--- config.mk ---
export PLATFORM = sky130hd
export DESIGN_NAME = bin3_emit
export DESIGN_NICKNAME = d
export VERILOG_FILES = /design/src/bin3_pkg.sv /design/src/bin3_emit.sv
export VERILOG_INCLUDE_DIRS = /design/src /design/src/src
export SDC_FILE = /design/constraint.sdc
export NUM_CORES = 1
export LEC_CHECK = 0
export ABC_AREA = 1
export BUFFER_PORTS_ARGS = -buffer_cell sky130_fd_sc_hd__buf_4
export CORE_MARGIN = 4
export CORE_UTILIZATION = 35
export CTS_BUF_LIST = sky130_fd_sc_hd__clkbuf_8
export DETAILED_ROUTE_END_ITERATION = 10
export HOLD_SLACK_MARGIN = 0.15
export PLACE_DENSITY = 0.53
export SLEW_MARGIN = 10
export SYNTH_ARGS = -nofsm -noshare
export SYNTH_HDL_FRONTEND = slang
export SYNTH_SLANG_ARGS = --single-unit
--- constraint.sdc ---
create_clock -name clk_i -period 5.15 [get_ports clk_i]
set_input_delay 0 -clock clk_i [delete_from_list [all_inputs] [get_ports clk_i]]
set_output_delay 0 -clock clk_i [all_outputs]
set_load 0.01 [all_outputs]
--- src/binomial_3x3_blur_macros.svh ---
// Assertion macros shared by the binomial 3x3 blur RTL.
// Each macro samples on clk_i and is disabled while rst_ni is low.
`ifndef BINOMIAL_3X3_BLUR_MACROS_SVH
`define BINOMIAL_3X3_BLUR_MACROS_SVH

// Property must hold at every edge out of reset.
`define BIN3_ASSERT(lbl, prop, msg) \
  lbl: assert property (@(posedge clk_i) disable iff (!rst_ni) (prop)) else $error(msg);

// Same-cycle implication.
`define BIN3_ASSERT_IMPLY(lbl, pre, post, msg) \
  lbl: assert property (@(posedge clk_i) disable iff (!rst_ni) (pre) |-> (post)) \
    else $error(msg);

// Next-cycle implication.
`define BIN3_ASSERT_NEXT(lbl, pre, post, msg) \
  lbl: assert property (@(posedge clk_i) disable iff (!rst_ni) (pre) |=> (post)) \
    else $error(msg);

`endif

--- src/bin3_pkg.sv ---
// Shared constants and types for the binomial 3x3 blur.
// No dependencies; used by bin3_emit and binomial_3x3_blur.
`default_nettype none

package bin3_pkg;

  // Fixed field and register widths
  localparam int RowW       = 12;
  localparam int WidthCfgW  = 11;
  localparam int HeightCfgW = 13;
  localparam int CfgDataW   = 13;
  localparam int CfgIdxW    = 2;

  // Register indexes of the configuration port
  localparam logic [CfgIdxW-1:0] REG_IMAGE_WIDTH  = 2'd0;
  localparam logic [CfgIdxW-1:0] REG_IMAGE_HEIGHT = 2'd1;

  // Frame size limits and reset sizes
  localparam int MinSize     = 3;
  localparam int MaxHeight   = 4096;
  localparam int WidthReset  = 128;
  localparam int HeightReset = 64;

  // Kernel normalization: weights sum to 16, round half up
  localparam int RoundBias = 8;
  localparam int NormShift = 4;

  // Slots of the per-item result mask, in emission order
  localparam int RES_FILT = 0;  // pixel (r-1, c-1)
  localparam int RES_EDGE = 1;  // right border pixel (r-1, c)
  localparam int RES_LAST = 2;  // last-row pixel (r, c)
  localparam int ResN     = 3;

  // Position flags of an item, worked out when it is accepted
  typedef struct packed {
    logic delayed;   // row and column both nonzero: an upper-left pixel is done
    logic border;    // that pixel lies on the top row or left column
    logic last_col;
    logic last_row;
  } bin3_flags_t;

endpackage

`default_nettype wire

--- src/bin3_emit.sv ---
// Result stage: horizontal kernel sum and sequencing of up to three results per item.
// Depends on bin3_pkg and binomial_3x3_blur_macros.svh.
`default_nettype none
`include "binomial_3x3_blur_macros.svh"

module bin3_emit #(
  parameter int SAMPLE_BITS = 16,
  parameter int COL_W       = 10
) (
  input  wire logic                         clk_i,
  input  wire logic                         rst_ni,
  // item bundle from the window stage
  input  wire logic                         bundle_valid_i,
  output logic                              bundle_ready_o,
  input  wire bin3_pkg::bin3_flags_t        flags_i,
  input  wire logic [bin3_pkg::RowW-1:0]    row_i,
  input  wire logic [COL_W-1:0]             col_i,
  input  wire logic [SAMPLE_BITS+1:0]       vsum_c2_i,
  input  wire logic [SAMPLE_BITS+1:0]       vsum_c1_i,
  input  wire logic [SAMPLE_BITS+1:0]       vsum_c0_i,
  input  wire logic [SAMPLE_BITS-1:0]       center_i,
  input  wire logic [SAMPLE_BITS-1:0]       mid_i,
  input  wire logic [SAMPLE_BITS-1:0]       bot_i,
  // result channel
  output logic                              out_valid_o,
  input  wire logic                         out_ready_i,
  output logic      [bin3_pkg::RowW-1:0]    out_row_o,
  output logic      [COL_W-1:0]             out_col_o,
  output logic      [SAMPLE_BITS-1:0]       value_o,
  output logic                              frame_end_o
);

  localparam int SumW = SAMPLE_BITS + 2;
  localparam int AccW = SAMPLE_BITS + 4;

  // Held item
  logic [bin3_pkg::ResN-1:0] pend_q, pend_d, mask_new, sel;
  bin3_pkg::bin3_flags_t     flags_q;
  logic [bin3_pkg::RowW-1:0] row_q;
  logic [COL_W-1:0]          col_q;
  logic [SumW-1:0]           vs2_q, vs1_q, vs0_q;
  logic [SAMPLE_BITS-1:0]    center_q, mid_q, bot_q;

  // Output register
  logic                      out_valid_q;
  logic [bin3_pkg::RowW-1:0] out_row_q;
  logic [COL_W-1:0]          out_col_q;
  logic [SAMPLE_BITS-1:0]    value_q;
  logic                      frame_end_q;

  logic                      out_free, take, single, load;
  logic [AccW-1:0]           hsum;
  logic [SAMPLE_BITS-1:0]    filt, res_value;
  logic [bin3_pkg::RowW-1:0] res_row;
  logic [COL_W-1:0]          res_col;
  logic                      res_fend;

  // Handshake between held item and output register
  assign out_free       = !out_valid_q || out_ready_i;
  assign take           = out_free && (pend_q != '0);
  assign single         = (pend_q & (pend_q - 1'b1)) == '0;
  assign bundle_ready_o = (pend_q == '0) || (out_free && single);
  assign load           = bundle_valid_i && bundle_ready_o;

  // Results an incoming item produces
  always_comb begin
    mask_new = '0;
    mask_new[bin3_pkg::RES_FILT] = flags_i.delayed;
    mask_new[bin3_pkg::RES_EDGE] = flags_i.delayed && flags_i.last_col;
    mask_new[bin3_pkg::RES_LAST] = flags_i.last_row;
  end

  // Lowest pending slot goes first
  assign sel = pend_q & (~pend_q + 1'b1);

  always_comb begin
    pend_d = take ? (pend_q & ~sel) : pend_q;
    if (load) begin
      pend_d = mask_new;
    end
  end

  // Horizontal pass over the three column sums, weights 1,2,1
  assign hsum = AccW'(vs2_q) + (AccW'(vs1_q) << 1) + AccW'(vs0_q)
              + AccW'(bin3_pkg::RoundBias);
  assign filt = hsum[AccW-1:bin3_pkg::NormShift];

  // Field select for the slot being sent
  always_comb begin
    res_row   = row_q - 1'b1;
    res_col   = col_q;
    res_value = mid_q;
    res_fend  = 1'b0;
    if (sel[bin3_pkg::RES_FILT]) begin
      res_col   = col_q - 1'b1;
      res_value = flags_q.border ? center_q : filt;
    end else if (sel[bin3_pkg::RES_LAST]) begin
      res_row   = row_q;
      res_value = bot_q;
      res_fend  = flags_q.last_col;
    end
  end

  // Control registers
  always_ff @(posedge clk_i or negedge rst_ni) begin
    if (!rst_ni) begin
      pend_q      <= '0;
      out_valid_q <= 1'b0;
    end else begin
      pend_q <= pend_d;
      if (out_free) begin
        out_valid_q <= take;
      end
    end
  end

  // Payload registers
  always_ff @(posedge clk_i) begin
    if (load) begin
      flags_q  <= flags_i;
      row_q    <= row_i;
      col_q    <= col_i;
      vs2_q    <= vsum_c2_i;
      vs1_q    <= vsum_c1_i;
      vs0_q    <= vsum_c0_i;
      center_q <= center_i;
      mid_q    <= mid_i;
      bot_q    <= bot_i;
    end
    if (take) begin
      out_row_q   <= res_row;
      out_col_q   <= res_col;
      value_q     <= res_value;
      frame_end_q <= res_fend;
    end
  end

  assign out_valid_o = out_valid_q;
  assign out_row_o   = out_row_q;
  assign out_col_o   = out_col_q;
  assign value_o     = value_q;
  assign frame_end_o = frame_end_q;

  `BIN3_ASSERT_IMPLY(a_no_load_multi, $countones(pend_q) > 1, !bundle_ready_o, "item overwritten with results pending")
  `BIN3_ASSERT_IMPLY(a_out_from_pend, $rose(out_valid_q), $past(pend_q != '0), "result shown with nothing pending")
  `BIN3_ASSERT_NEXT(a_out_held, out_valid_q && !out_ready_i, out_valid_q, "waiting result dropped")

endmodule

`default_nettype wire

==> impl_metrics.csv, run 1 <==
group,metric,value,unit
synthesis,ys_seq_area_frac,0.660,
worst_setup_path,path_delay_family,"adder cells",
sta,drv_slew,0,
finish,area_growth,44.1,%
synthesis,ys_ff_latch,169,
worst_setup_path,crit_path_end_kind,"flip-flop",
power,p_int,3.66,mW
sta,skew,0.0120,ns
synthesis,netlist_area,7660,um^2
floorplan,ios,173,
sta,hold_viol_final,0,
worst_setup_path,cp_common_cell,"nand2_1",
floorplan,dieHeight,156,um
synthesis,ys_top_cells_by_area,"edfxtp_1 (65%), ha_1 (5.7%), nand2_1 (5.2%)",
worst_setup_path,worstSetupStartpointType,"flip-flop",
finish,fill_cells,1860,
sta,fin_ws,1.96,ns
floorplan,fp-row-count,53,
worst_setup_path,path_buf_inv,2,
routing,vias,5478,
finish,multi_input_area,2260,um^2
finish,drive_gt1_frac,0.232,
sta,setup_viol,0,
sta,period_minus_slack,3.19,ns
clock_network,clk_latency,0.45,ns
floorplan,initial_core_util,0.360,
worst_setup_path,cp.depth,17,
routing,drt_iter0_drc,326,
sta,relSlewSlack,0.217,
worst_hold_path,hp-class,"primary input to flip-flop",
routing,drc,0,
finish,antenna_cells,0,
finish,final_common_cell,"buf_4",
power,p_leak,4.67,nW
floorplan,die_x,156,um
sta,rsz0062_at_grt,"no",
worst_setup_path,reg2reg_to,"value_o[8]$_DFFE_PP_",
routing,drt-total-wl,18900,um
worst_setup_path,reg2reg_from,"vs2_q[4]$_DFFE_PP_",
worst_setup_path,path_max_fanout,4,
worst_setup_path,crit_end,"value_o[8]$_DFFE_PP_",
power,power_frac_comb,0.469,
power,power_density,558,nW/um^2
worst_setup_path,path_class,"flip-flop to flip-flop",
sta,tightest_slew,1.17,ns
finish,final_core_util,0.518,
clock_network,cts.clk_slew.worst_paths,0.10,ns
finish,finalNetCount,1116,
clock_network,cts.htree.levels,4,
clock_network,cts_made_buffers,17,
power,clkPwrFrac,0.158,
sta,period_share,0.619,
grt,grt_max_degree,62,
synthesis,syn-num-nets,797,
worst_setup_path,critPathMaxStageDelay,0.53,ns
placement,preCtsSetupSlack,1.95,ns
routing,ant_nets,0,
sta,fmax,0.313,GHz
grt,grt_pass1_vias,5928,
clock_network,cts_buffer_depth,2,
sta,fin_tns_setup,0,ns
grt,grt_pass1_wl,30300,um
clock_network,root_buffer,"clkbuf_8",
synthesis,ys_warn_count,0,
power,switching_power,2.50,mW
grt,grt_use_total,0.159,
power,p_total,6.15,mW
clock_network,cts_tree,"yes",
worst_setup_path,path_cells,"inv_1, fa_1, inv_1, ha_1, ha_1, a21oi_1, nand2_1, nand2_1, nand2_1, nand2_1, nand2_1, nand2_1, nand2_1, nand2_1, nand3_1, nand2_1, nand2_1",
run,maxCapViolations,0,
floorplan,die-area,24300,um^2
worst_setup_path,worstPathRequired,5.35,ns
synthesis,yosys.area.top_type,"edfxtp_1",
placement,port_buffers,172,
finish,final_cell_mix,"buf_4 (174), edfxtp_1 (165), dlygate4sd3_1 (135)",
worst_setup_path,cp_slowest_cell,"fa_1",
synthesis,synth.distinct_cells,36,
floorplan,core_area,21300,um^2
worst_setup_path,rrSetupSlack,1.96,ns
synthesis,syn-mean-instance-area,12.5,um^2
placement,place_hpwl,13100,um
routing,routedWlPerCell,15.5,um
routing,routed_via_density,4.49,
worst_setup_path,cp-startpoint,"vs2_q[4]$_DFFE_PP_",
power,switching_share,0.406,
power,pwr-share-seq,0.373,
status,status,"finished, final reports clean",
clock_network,clkSinkCount,169,
grt,antenna_found_initial,0,
placement,gp_congestion,0.855,
power,vdd_drop_max,256,uV
worst_setup_path,critPathArrivalTime,3.39,ns
routing,first_pass_iters,4,
finish,regArea,5050,um^2
worst_setup_path,reg2reg_depth,17,
synthesis,yosysTopAreaCellShare,0.647,
synthesis,syn_inst,613,
grt,overflow,0,
## area by class of cell
type	instances	share of cell area
Sequential cell	169	0.458
Timing Repair Buffer	309	0.241
Multi-Input combinational cell	352	0.205
Tap cell	275	0.0312
Inverter	83	0.0285
Clock buffer	17	0.0212
Clock inverter	15	0.0154
## flip-flops by register name (all words and copies together), names as in the netlist, 12 cells and up
signal,cells
value_o,16
mid_q,16
bot_q,16
vs2_q,18
vs0_q,18
row_q,12
vs1_q,18
center_q,16
out_row_o,12
## worst min-delay path by stage
stage / from / endpoint / slack (ns) / cells after the start
2_1_floorplan: rst_ni / out_valid_o$_DFFE_PN0P_ / -0.30 / 0
3_3_place_gp: rst_ni / out_valid_o$_DFFE_PN0P_ / -0.20 / 1
3_5_place_dp: rst_ni / pend_q[2]$_DFFE_PN0P_ / -0.20 / 1
4_1_cts: row_i[2] / row_q[2]$_DFFE_PP_ / 0.22 / 2
5_1_grt: row_i[2] / row_q[2]$_DFFE_PP_ / 0.22 / 2
6_report: row_i[2] / row_q[2]$_DFFE_PP_ / 0.25 / 2
## synthesized netlist by cell type (all sizes together)
cell type  number
nor2           59
nand4           3
nand3          28
o221ai          2
o2bb2ai         1
clkinv          2
clkbuf          6
edfxtp        165
inv            81
nor3            9
o21a            3
a21oi          20
o211ai          1
ha             35
dfrtp           4
nand3b          1
buf             3
o21bai          2
o32ai           1
a31oi           2
xor2           14
xnor2           9
o21ai          30
a21boi          1
or3             1
a221o           1
nand2         108
fa             17
or2             1
o22ai           3
## stage by stage
stage,hold slack (ns),cells,instance area (um^2)
after detailed placement,-0.201,1053,9280
after CTS,0.216,1220,11000
after global placement,-0.203,1053,9280
final,0.254,1220,11000
after global routing,0.221,1220,11000
after floorplan,-0.296,613,7660
## worst register-to-register path: cells and delay by family, from the launching register on
kind	cells	cell delay (ns)
adders and majority gates	3	1.15
and+or+nand+nor	11	1.08
DFF	1	0.34
AOI/OAI and AO/OA	1	0.26
buffers and inverters	2	0.10
## power by group through the flow
stage          logic [mW]  registers [mW]  clock network [mW]
2_1_floorplan        1.82            2.39                   0
3_3_place_gp         2.80            2.32                   0
3_5_place_dp         2.80            2.33                   0
4_1_cts              2.92            2.31                1.00
5_1_grt              3.32            2.34                1.06
6_report             2.89            2.30               0.971
## per-layer routing
layer	up-vias	routed length, um	GRT usage
met2	135	9590	0.276
li1	2738	-	-
met5	-	0	0
met1	2596	8150	0.203
met3	9	976	0.0369
met4	0	167	0.0388
## logic make-up after synthesis
kind of cell	share of synthesized area
compound gates	0.0495
buf+inv	0.0459
fa+ha+maj	0.102
xor+xnor	0.0263
simple gates	0.117
flops	0.660
## what timing repair did
item / 4_1_cts / 5_1_grt
hold buffers: 135 / 0
setup endpoints to repair: 0 / 0
buffers inserted: 0 / 0
hold endpoints to repair: 134 / 0
gates resized for setup: 0 / 0
Note: power is estimated with default switching activity, not from simulation.
==> inputs of run 2 (changes only) <==
Settings changed: PLACE_DENSITY 0.53 to 0.55.
Clock period 5.15 ns to 2.6 ns, I/O delays scaled along.
==> run 2 against run 1 <==
  * The flow now finishes with violations (negative setup slack)
  * Via count rose by 5.7%
  * Cell area rose by 10%
  * Register-to-register slack got worse by 2.1 ns
  * Critical path type unchanged
  * Largest cell class unchanged
==> impl_metrics.csv, run 2 (synthesis gave the netlist of run 1 again) <==
group,metric,value,unit
sta,skew,0.0171,ns
finish,largest_registers,"vs0_q x18, vs1_q x18, vs2_q x18",
power,clkPwrFrac,0.125,
worst_setup_path,path_max_fanout,4,
placement,place_hpwl,13200,um
power,p_int,9.30,mW
clock_network,cts.clk_slew.worst_paths,0.11,ns
routing,drc,0,
clock_network,clk_latency,0.46,ns
clock_network,cts.htree.levels,4,
routing,drt_iter0_drc,275,
placement,port_buffers,172,
sta,period_minus_slack,2.76,ns
routing,first_pass_iters,4,
finish,area_growth,59.0,%
finish,drive_gt1_frac,0.385,
grt,overflow,0,
finish,final_common_cell,"buf_4",
sta,setup_viol,14,
power,pwr-share-seq,0.283,
floorplan,die-area,24300,um^2
sta,hold_slack,0.244,ns
status,status,"finished, violations left",
finish,antenna_cells,0,
sta,fin_ws,-0.158,ns
sta,rsz0062_at_grt,"yes",
finish,final_cells,1268,
status,violations,"negative setup slack",
sta,hold_viol_final,0,
worst_setup_path,worstPathRequired,2.82,ns
clock_network,cts_made_buffers,17,
sta,relSlewSlack,0.714,
clock_network,cts_buffer_depth,2,
power,power_frac_comb,0.592,
finish,finalNetCount,1164,
placement,gp_congestion,0.916,
routing,drt-total-wl,19700,um
power,power_density,1310,nW/um^2
routing,routed_via_density,4.57,
worst_setup_path,worstSetupStartpointType,"flip-flop",
power,p_leak,5.04,nW
routing,routedWlPerCell,15.5,um
clock_network,clkSinkCount,169,
routing,vias,5789,
worst_setup_path,path_class,"flip-flop to flip-flop",
worst_setup_path,crit_path_end_kind,"flip-flop",
floorplan,die_x,156,um
worst_setup_path,critPathArrivalTime,2.97,ns
grt,grt_pass1_vias,6293,
sta,fmax,0.363,GHz
floorplan,core_area,21300,um^2
sta,drv_slew,0,
power,switching_power,6.61,mW
floorplan,dieHeight,156,um
clock_network,root_buffer,"clkbuf_8",
floorplan,ios,173,
finish,final_area,12200,um^2
clock_network,cts_tree,"yes",
power,vdd_drop_max,636,uV
sta,tightest_slew,0.424,ns
grt,grt_use_total,0.163,
run,maxCapViolations,0,
grt,grt_max_degree,67,
routing,ant_nets,0,
finish,final_cell_mix,"buf_4 (218), edfxtp_1 (165), dlygate4sd3_1 (135)",
power,p_total,15.9,mW
floorplan,fp-row-count,53,
sta,period_share,1.06,
grt,grt_pass1_wl,30800,um
finish,final_core_util,0.572,
grt,antenna_found_initial,0,
sta,fin_tns_setup,-1.12,ns
floorplan,initial_core_util,0.360,
finish,fill_cells,1724,
power,switching_share,0.416,
placement,preCtsSetupSlack,-0.347,ns
worst_hold_path,hp-class,"primary input to flip-flop",
placement,placed_cells,1094,
placement,place_area,9680,um^2
## run 2: final timing paths
check / end / slack [ns] / from / cells after the start
min reg2reg: value_o[6]$_DFFE_PP_ / 0.56 / bot_q[6]$_DFFE_PP_ / 2
max reg2reg: value_o[8]$_DFFE_PP_ / -0.16 / vs0_q[2]$_DFFE_PP_ / 18
max: value_o[8]$_DFFE_PP_ / -0.16 / vs0_q[2]$_DFFE_PP_ / 18
min in group asynchronous: pend_q[2]$_DFFE_PN0P_ / 0.46 / rst_ni / 3
min: vs0_q[3]$_DFFE_PP_ / 0.24 / vsum_c0_i[3] / 2
max in group asynchronous: pend_q[1]$_DFFE_PN0P_ / 1.94 / rst_ni / 3
## run 2: area by class of cell
cell class | instances | area [um^2] | share of cell area
repair buffers | 357 | 3060 | 0.251
clock inverters | 15 | 211 | 0.0174
inverters | 83 | 315 | 0.0259
clock buffers | 17 | 234 | 0.0192
well taps | 275 | 344 | 0.0283
multi-input cells | 352 | 2950 | 0.243
flip-flops and latches | 169 | 5050 | 0.415
## run 2: metal layers
| layer | wire, um | part of all wire | global-route usage |
|---|---|---|---|
| met1 | 8170 | 0.41 | 0.198 |
| met2 | 10100 | 0.51 | 0.283 |
| met3 | 851 | 0.043 | 0.0374 |
| met4 | 527 | 0.027 | 0.0604 |
| met5 | 0 | 0 | 0 |
## run 2: critical path, stage by stage (launching register included)
cell and delay (ns):
edfxtp_1 0.36, inv_2 0.04, fa_2 0.37, inv_2 0.06
fa_1 0.44, ha_4 0.30, nand2_2 0.04, inv_2 0.06
nand2_4 0.05, nand2_4 0.10, nand2_2 0.06, nand2_2 0.08
nand2_2 0.08, nand2_4 0.12, nand2_4 0.07, nand3_2 0.07
nand3_2 0.10, nand2_2 0.08, nand2_1 0.05
## run 2: power groups by stage
stage	Clock, mW	Combinational, mW	Sequential (mW)
3_3_place_gp	0	6.79	4.55
3_5_place_dp	0	6.87	4.56
5_1_grt	2.19	10.3	4.58
6_report	1.98	9.43	4.50
4_1_cts	2.07	8.63	4.51
2_1_floorplan	0	3.78	4.70
## run 2: timing repair
item                                    CTS  global route
endpoints found under the setup margin   15            15
pin swaps                                46            34
buffers inserted                          5             2
hold buffers                            135             0
resized for setup                        91            49
hold endpoints to repair                142             0
